--- config.mk ---
export PLATFORM = sky130hd
export DESIGN_NAME = edf_conflict_free_grant_scheduler_top
export DESIGN_NICKNAME = d
export VERILOG_FILES = /design/src/rtl/core/edf_pkg.sv /design/src/rtl/core/edf_ram.sv /design/src/rtl/core/edf_cmp.sv /design/src/rtl/core/edf_conflict_free_grant_scheduler_top.sv
export SDC_FILE = /design/constraint.sdc
export NUM_CORES = 2
export LEC_CHECK = 0
export ABC_AREA = 1
export BUFFER_PORTS_ARGS = -buffer_cell sky130_fd_sc_hd__buf_2
export CORE_MARGIN = 3
export CORE_UTILIZATION = 45
export CTS_CLUSTER_SIZE = 28
export DETAILED_ROUTE_END_ITERATION = 8
export SLEW_MARGIN = 20
export SYNTH_ARGS = -nofsm -noshare
export SYNTH_HDL_FRONTEND = slang
export SYNTH_HIERARCHICAL = 1
export SYNTH_SLANG_ARGS = --single-unit
--- constraint.sdc ---
create_clock -name clk -period 5.7 [get_ports clk]
set_input_delay 0.855 -clock clk [delete_from_list [all_inputs] [get_ports clk]]
set_output_delay 0.855 -clock clk [all_outputs]
set_load 0.05 [all_outputs]
--- src/rtl/core/edf_pkg.sv ---
// Shared types and constants for the EDF conflict-free grant scheduler.
// No dependencies; used by the compare unit and the top level.
package edf_pkg;

  // Default sizing, handed to the top-level parameters.
  localparam int MAX_REQUESTS_DEF     = 16;
  localparam int RESOURCE_ID_BITS_DEF = 8;

  // Fixed field widths of the request and result words.
  localparam int REQ_ID_W = 8;
  localparam int TIME_W   = 32;

  // Sequencer states.
  typedef enum logic [2:0] {
    ST_LOAD,
    ST_RANK,
    ST_CHECK,
    ST_EMIT_RD,
    ST_EMIT_PUT
  } state_t;

  // Verdict of the shared compare unit for one table entry against the held best.
  typedef struct packed {
    logic ahead;
    logic clash;
  } cmp_result_t;

endpackage

--- src/rtl/core/edf_ram.sv ---
// Generic single-write, single-read RAM with registered read data.
// No dependencies.
module edf_ram #(
  parameter int WIDTH = 8,
  parameter int DEPTH = 16
) (
  input  logic                     clk,
  input  logic                     wr_en,
  input  logic [$clog2(DEPTH)-1:0] wr_addr,
  input  logic [WIDTH-1:0]         wr_data,
  input  logic                     rd_en,
  input  logic [$clog2(DEPTH)-1:0] rd_addr,
  output logic [WIDTH-1:0]         rd_data
);

  logic [WIDTH-1:0] mem [DEPTH];

  // Write port and registered read port
  always_ff @(posedge clk) begin
    if (wr_en) begin
      mem[wr_addr] <= wr_data;
    end
    if (rd_en) begin
      rd_data <= mem[rd_addr];
    end
  end

endmodule

--- src/rtl/core/edf_cmp.sv ---
// Shared compare unit: ranks a table entry against the held best entry and
// checks the two for a shared resource. Depends on edf_pkg.
module edf_cmp #(
  parameter int RES_W = edf_pkg::RESOURCE_ID_BITS_DEF
) (
  input  logic                      deadline_mode,
  input  logic [edf_pkg::TIME_W-1:0] cand_deadline,
  input  logic [edf_pkg::TIME_W-1:0] cand_arrival,
  input  logic [RES_W-1:0]          cand_left,
  input  logic [RES_W-1:0]          cand_right,
  input  logic [edf_pkg::TIME_W-1:0] best_deadline,
  input  logic [edf_pkg::TIME_W-1:0] best_arrival,
  input  logic [RES_W-1:0]          best_left,
  input  logic [RES_W-1:0]          best_right,
  output edf_pkg::cmp_result_t      result
);

  always_comb begin
    // Rank: deadline first when enabled and different, else arrival order
    if (deadline_mode && (cand_deadline != best_deadline)) begin
      result.ahead = cand_deadline < best_deadline;
    end else begin
      result.ahead = cand_arrival < best_arrival;
    end

    // Clash: any of the four resource pairings match
    result.clash = (cand_left == best_left) || (cand_left == best_right) ||
                   (cand_right == best_left) || (cand_right == best_right);
  end

endmodule

--- src/rtl/core/edf_conflict_free_grant_scheduler_top.sv ---
// Top level of the EDF conflict-free grant scheduler: sequencer, flag vectors,
// output register. Depends on edf_pkg, edf_ram and edf_cmp.
//
// Usage: request words enter on in_valid/in_ready, one per cycle while the
// block is loading. Each is stored in the entry table (words beyond
// MAX_REQUESTS are dropped). A word with last_request set starts the grant
// pass; in_ready stays low until every result of the set has been handed to
// the output register. The pass runs n rounds over the n stored entries; each
// round scans the table once to pick the best open entry and once to test it
// against the granted ones, both through one compare unit and one RAM read
// port. Results leave on out_valid/out_ready in load order, each read from the
// table, then loaded into the output register; last_result marks the final
// one. A stalled receiver holds the output register and the block waits on
// it; the last result of a set may still wait there while the next set loads.
// The user writes deadline_mode through cfg_write_en/cfg_write_data while idle;
// the block does not enforce this. Synchronous reset empties the table, drops
// any pending result and sets deadline_mode to 1; no clearing pass.
module edf_conflict_free_grant_scheduler_top #(
  parameter int MAX_REQUESTS     = edf_pkg::MAX_REQUESTS_DEF,
  parameter int RESOURCE_ID_BITS = edf_pkg::RESOURCE_ID_BITS_DEF
) (
  input  logic                         clk,
  input  logic                         rst,
  input  logic                         cfg_write_en,
  input  logic                         cfg_write_data,
  input  logic                         in_valid,
  output logic                         in_ready,
  input  logic [edf_pkg::REQ_ID_W-1:0] requester_id,
  input  logic [7:0]                   left_resource,
  input  logic [7:0]                   right_resource,
  input  logic [edf_pkg::TIME_W-1:0]   deadline,
  input  logic [edf_pkg::TIME_W-1:0]   arrival_seqno,
  input  logic                         last_request,
  output logic                         out_valid,
  input  logic                         out_ready,
  output logic [edf_pkg::REQ_ID_W-1:0] granted_requester,
  output logic                         granted,
  output logic                         last_result
);

  localparam int IDX_W  = $clog2(MAX_REQUESTS);
  localparam int CNT_W  = $clog2(MAX_REQUESTS + 1);
  localparam int RES_W  = RESOURCE_ID_BITS;
  localparam int ID_W   = edf_pkg::REQ_ID_W;
  localparam int T_W    = edf_pkg::TIME_W;
  // Word layout, low to high: requester, left, right, deadline, arrival
  localparam int LEFT_LO  = ID_W;
  localparam int RIGHT_LO = LEFT_LO + RES_W;
  localparam int DL_LO    = RIGHT_LO + RES_W;
  localparam int ARR_LO   = DL_LO + T_W;
  localparam int WORD_W   = ARR_LO + T_W;

  edf_pkg::state_t      state, state_next;
  edf_pkg::cmp_result_t cmp;

  logic                    deadline_mode;
  logic [CNT_W-1:0]        count;
  logic [CNT_W-1:0]        round;
  logic [CNT_W-1:0]        scan_cnt;
  logic [IDX_W-1:0]        data_idx;
  logic                    data_vld;
  logic [IDX_W-1:0]        emit_idx;
  logic [MAX_REQUESTS-1:0] considered;
  logic [MAX_REQUESTS-1:0] selected;
  logic                    found;
  logic                    ok;
  logic [IDX_W-1:0]        best_idx;
  logic [T_W-1:0]          best_deadline;
  logic [T_W-1:0]          best_arrival;
  logic [RES_W-1:0]        best_left;
  logic [RES_W-1:0]        best_right;

  logic                    in_fire;
  logic                    wr_en;
  logic [WORD_W-1:0]       wr_data;
  logic                    rd_en;
  logic [IDX_W-1:0]        rd_addr;
  logic [WORD_W-1:0]       rd_data;
  logic                    scan_issue;
  logic                    data_last;
  logic                    round_last;
  logic                    emit_last;
  logic                    out_load;
  logic                    take;
  logic                    hit;
  logic [IDX_W-1:0]        best_idx_next;
  logic                    ok_next;

  // Entry table
  assign wr_data = {arrival_seqno, deadline, RES_W'(right_resource),
                    RES_W'(left_resource), requester_id};

  edf_ram #(
    .WIDTH (WORD_W),
    .DEPTH (MAX_REQUESTS)
  ) u_table (
    .clk     (clk),
    .wr_en   (wr_en),
    .wr_addr (count[IDX_W-1:0]),
    .wr_data (wr_data),
    .rd_en   (rd_en),
    .rd_addr (rd_addr),
    .rd_data (rd_data)
  );

  // Shared rank and clash unit
  edf_cmp #(
    .RES_W (RES_W)
  ) u_cmp (
    .deadline_mode (deadline_mode),
    .cand_deadline (rd_data[DL_LO +: T_W]),
    .cand_arrival  (rd_data[ARR_LO +: T_W]),
    .cand_left     (rd_data[LEFT_LO +: RES_W]),
    .cand_right    (rd_data[RIGHT_LO +: RES_W]),
    .best_deadline (best_deadline),
    .best_arrival  (best_arrival),
    .best_left     (best_left),
    .best_right    (best_right),
    .result        (cmp)
  );

  // Scan bookkeeping
  assign in_fire    = in_valid && in_ready;
  assign data_last  = (CNT_W'(data_idx) + CNT_W'(1)) == count;
  assign round_last = (round + CNT_W'(1)) == count;
  assign emit_last  = (CNT_W'(emit_idx) + CNT_W'(1)) == count;

  // Entry decisions on the word read back this cycle
  assign take          = data_vld && !considered[data_idx] && (!found || cmp.ahead);
  assign best_idx_next = take ? data_idx : best_idx;
  assign hit           = data_vld && selected[data_idx] && cmp.clash;
  assign ok_next       = ok && !hit;

  // Next state
  always_comb begin
    state_next = state;
    case (state)
      edf_pkg::ST_LOAD: begin
        if (in_fire && last_request) begin
          state_next = edf_pkg::ST_RANK;
        end
      end
      edf_pkg::ST_RANK: begin
        if (data_vld && data_last) begin
          state_next = edf_pkg::ST_CHECK;
        end
      end
      edf_pkg::ST_CHECK: begin
        if (data_vld && data_last) begin
          state_next = round_last ? edf_pkg::ST_EMIT_RD : edf_pkg::ST_RANK;
        end
      end
      edf_pkg::ST_EMIT_RD: begin
        state_next = edf_pkg::ST_EMIT_PUT;
      end
      edf_pkg::ST_EMIT_PUT: begin
        if (out_load) begin
          state_next = emit_last ? edf_pkg::ST_LOAD : edf_pkg::ST_EMIT_RD;
        end
      end
      default: begin
        state_next = edf_pkg::ST_LOAD;
      end
    endcase
  end

  // Sequencer outputs
  always_comb begin
    in_ready   = 1'b0;
    scan_issue = 1'b0;
    rd_en      = 1'b0;
    rd_addr    = scan_cnt[IDX_W-1:0];
    out_load   = 1'b0;
    case (state)
      edf_pkg::ST_LOAD: begin
        in_ready = 1'b1;
      end
      edf_pkg::ST_RANK, edf_pkg::ST_CHECK: begin
        scan_issue = scan_cnt != count;
        rd_en      = scan_issue;
      end
      edf_pkg::ST_EMIT_RD: begin
        rd_en   = 1'b1;
        rd_addr = emit_idx;
      end
      edf_pkg::ST_EMIT_PUT: begin
        out_load = !out_valid || out_ready;
      end
      default: begin
        in_ready = 1'b0;
      end
    endcase
  end

  assign wr_en = in_fire && (count != CNT_W'(MAX_REQUESTS));

  // Control registers
  always_ff @(posedge clk) begin
    if (rst) begin
      state         <= edf_pkg::ST_LOAD;
      deadline_mode <= 1'b1;
      count         <= '0;
      round         <= '0;
      scan_cnt      <= '0;
      data_vld      <= 1'b0;
      emit_idx      <= '0;
      considered    <= '0;
      selected      <= '0;
      found         <= 1'b0;
      ok            <= 1'b1;
      out_valid     <= 1'b0;
    end else begin
      state    <= state_next;
      data_vld <= scan_issue;

      if (cfg_write_en) begin
        deadline_mode <= cfg_write_data;
      end

      // Restart the scan on every phase change
      if (state_next != state) begin
        scan_cnt <= '0;
      end else if (scan_issue) begin
        scan_cnt <= scan_cnt + CNT_W'(1);
      end

      // Load and start of a grant pass
      if (wr_en) begin
        count <= count + CNT_W'(1);
      end
      if (in_fire && last_request) begin
        considered <= '0;
        selected   <= '0;
        round      <= '0;
        found      <= 1'b0;
        emit_idx   <= '0;
      end

      // Ranking scan: track the best open entry
      if (state == edf_pkg::ST_RANK) begin
        if (take) begin
          found <= 1'b1;
        end
        if (data_vld && data_last) begin
          considered[best_idx_next] <= 1'b1;
          ok                        <= 1'b1;
        end
      end

      // Conflict scan: grant the best entry if nothing granted clashes
      if (state == edf_pkg::ST_CHECK && data_vld) begin
        ok <= ok_next;
        if (data_last) begin
          selected[best_idx] <= ok_next;
          round              <= round + CNT_W'(1);
          found              <= 1'b0;
        end
      end

      // Emit results in load order
      if (out_load) begin
        out_valid <= 1'b1;
        emit_idx  <= emit_idx + IDX_W'(1);
        if (emit_last) begin
          count <= '0;
        end
      end else if (out_ready) begin
        out_valid <= 1'b0;
      end
    end
  end

  // Best-entry and output payload registers
  always_ff @(posedge clk) begin
    if (state == edf_pkg::ST_RANK && take) begin
      best_idx      <= data_idx;
      best_deadline <= rd_data[DL_LO +: T_W];
      best_arrival  <= rd_data[ARR_LO +: T_W];
      best_left     <= rd_data[LEFT_LO +: RES_W];
      best_right    <= rd_data[RIGHT_LO +: RES_W];
    end
    if (scan_issue) begin
      data_idx <= scan_cnt[IDX_W-1:0];
    end
    if (out_load) begin
      granted_requester <= rd_data[ID_W-1:0];
      granted           <= selected[emit_idx];
      last_result       <= emit_last;
    end
  end

endmodule

==> reports/metrics.yaml <==
worst_setup_path:
  critical_path.max_fanout: 65
  critPathRequiredTime_ns: 6.14
  cp_data_arrival_time_ns: 4.63
  critPathKind: "register to register"
  end_kind: "register"
  start_kind: "register"
yosys:
  synth_area_sq_um: 71400
  synth_edf_count: 1594
  syn_area_per_cell_sq_um: 10.5
  synth-seq-cells: 1653
  synthCells: 6800
  synth_cell_types: 45
  synth_nets: 6964
  synth_warnings: 6
  async_flop_share_pct: 0
  ys.flop_type: "edfxtp_1"
  ys_seq_area_share_pct: 68.7
clocking:
  cts_setup_buffers: 0
  clk_latency_ns: 0.81
  cts_buffers: 173
  clk_pin_slew_worst_paths_ns: 0.06
  ctsLongestPathBuffers: 3
  htreeDepth: 4
  clock-sinks: 1653
  hold_buffers: 0
  cts_tree: "yes"
  clock-root-buffer: "clkbuf_16"
  cts.repair.resized: 0
detailed_routing:
  drt_iter0_drc: 3846
  dr.pass1.iters: 5
  drtAntennaViolNets: 0
  wl_per_cell_um: 19.5
  drc_errors: 0
  drt_wl_total_um: 177000
  vias: 46300
  vias_per_cell: 5.11
global_route:
  grt_use_total_pct: 21.7
  grt_max_degree: 137
  antenna_found_initial: 28
  grt.overflow.total: 0
  first_global_vias: 44400
  grt_first_pass_wirelength_um: 270000
place:
  post-place-ws_ns: 1.48
  place_hpwl_um: 88400
  portBuffers: 106
  place.gp.congestion: 0.789
cells_and_area:
  fillerInstances: 13600
  multi_input_area_sq_um: 16500
  regArea_sq_um: 49000
  nNetsFinal: 7023
  syn_to_final_growth_pct: 12.0
  drive_above_1_share_pct: 7.02
die:
  coreArea_sq_um: 157000
  initial_core_util_pct: 45.5
  dieArea_sq_um: 163000
  fp.dieW_um: 404
  dieHeight_um: 404
  fp-row-count: 145
  num_io_pins: 107
timing:
  skew_ns: 0.0280
  setup_slack_ns: 1.51
  fin_crit_sh_pct: 73.4
  max_freq_mhz: 239
  timing.final.crit_period_ns: 4.19
  slew_viol_final: 0
  grt_setup_unrepaired: "false"
  worstMarginPinSlew_ns: 1.04
  hold_viol_final: 0
  final-setup-viol-count: 0
  slew_headroom_pct: 30.8
power_and_ir_drop:
  p_total_w: 0.0254
  p_per_area_nw_per_um2: 318
  vdd_drop_max_v: 0.000336
  p_leak_nw: 33.0
hold_path:
  worstHoldPathType: "input pin to register"
status:
  status: "completed"
run:
  cap_violations: 0
==> power breakdown <==
part	internal, W	total, W	switching, W	leakage (nW)
logic	0.000272	0.00104	0.000763	15.5
clock network	0.00621	0.0108	0.00456	2.62
registers	0.0135	0.0136	0.0000536	14.9
total	0.0200	0.0254	0.00538	33.0
==> synthesized netlist by cell type (2+ instances only) <==
cell type  number  area (sq um)
a21oi_1        90           450
a31oi_1         2          12.5
buf_1          43           161
buf_2         193           966
buf_4           8          60.1
buf_6           2          22.5
clkbuf_1       66           248
dfxtp_1        59          1180
edfxtp_1     1594         47900
ha_1           69           863
inv_1        1206          4530
inv_2           7          26.3
nand2_1      2086          7830
nand2_2         3          18.8
nand3_1      1097          5490
nand3_2         8          80.1
nand3_4         2          35.0
nand3b_1        2          15.0
nand4_1        17           106
nor2_1         93           349
nor2_2         13          81.3
nor3_1         12          60.1
nor3b_1         5          37.5
nor3b_2         4          50.1
o2111ai_1       2          17.5
o211ai_1        3          22.5
o21a_1          2          15.0
o21ai_0        41           205
o21ai_1         8          40.0
o221ai_1        2          17.5
or2_0           2          12.5
or2_1           2          12.5
or2_2           3          18.8
xnor2_1        29           254
xor2_1         15           131
==> kinds of logic after synthesis <==
family | synth area share [%]
buffers and inverters | 8.44
AOI/OAI and AO/OA | 1.14
DFF | 68.7
adders and majority gates | 1.21
and+or+nand+nor | 19.9
xor gates and xnor gates | 0.540
==> cells in the final DEF, fill, tap and decap left out, types with 45 or more instances in the layout <==
master,instances
nand2_1,2085
edfxtp_1,1594
inv_1,1206
nand3_1,1097
clkbuf_16,178
buf_2,106
a21oi_1,90
nor2_1,75
ha_1,69
dfxtp_1,59
clkinv_1,47
buf_12,45
==> final timing paths <==
check                                start                              to  slack [ns]  cells past startpoint
max reg2reg  u_table/rd_data[31]$_DFFE_PP_       best_arrival[7]$_DFFE_PP_        1.51                     16
max          u_table/rd_data[31]$_DFFE_PP_       best_arrival[7]$_DFFE_PP_        1.51                     16
min reg2reg   u_table/rd_data[5]$_DFFE_PP_  granted_requester[5]$_DFFE_PP_        0.43                      0
min                           cfg_write_en      deadline_mode$_SDFFE_PP1P_        0.25                      2
==> through the flow <==
stage,area [sq um],setup TNS (ns),hold WS [ns],util [%],cells
floorplan,71400,-859.25,0.400,-,6800
global placement,74400,0,0.404,47.4,8740
detailed placement,74500,0,0.417,47.5,8741
CTS,79800,0,0.194,50.9,9047
global route,79900,0,0.216,50.9,9053
finish,79900,0,0.250,50.9,9059
==> per-layer routing <==
metal / GRT usage (%) / vias to the layer above / routed length [um]
met5: 0 / - / 116
met4: 6.36 / 20 / 3950
met3: 4.11 / 307 / 11900
met2: 35.0 / 1340 / 82700
met1: 30.0 / 22400 / 78400
li1: - / 22300 / -
==> worst max-delay path, stage by stage (launching register included) <==
cell	delay, ns
edfxtp_1	0.38
ha_1	0.31
nand2_1	0.07
nor2_1	0.13
nand2_1	0.11
nor2_1	0.18
nand2_1	0.10
nand2_1	0.17
nand2_1	0.09
nor2_2	0.09
nand2_1	0.14
nand2_1	0.19
inv_1	0.11
a21oi_2	0.40
nand3_4	0.18
nor2_4	0.63
buf_12	0.44
==> final cells by class <==
cell class | instances | area share [%]
Clock buffer | 214 | 5.80
Timing Repair Buffer | 196 | 2.26
Multi-Input combinational cell | 3619 | 20.6
Clock inverter | 92 | 0.913
Antenna cell | 11 | 0.0345
Inverter | 1216 | 5.75
Tap cell | 2058 | 3.22
Sequential cell | 1653 | 61.4
==> sequential cells by signal, indices dropped and copies added, names as in the netlist, 5 cells and up <==
register           flops
best_deadline         32
best_left              8
count                  5
considered            16
selected              16
u_table/mem         1408
best_arrival          32
best_right             8
scan_cnt               5
u_table/rd_data       88
granted_requester      8
round                  5
No activity file was read; power rests on OpenSTA's default activity.
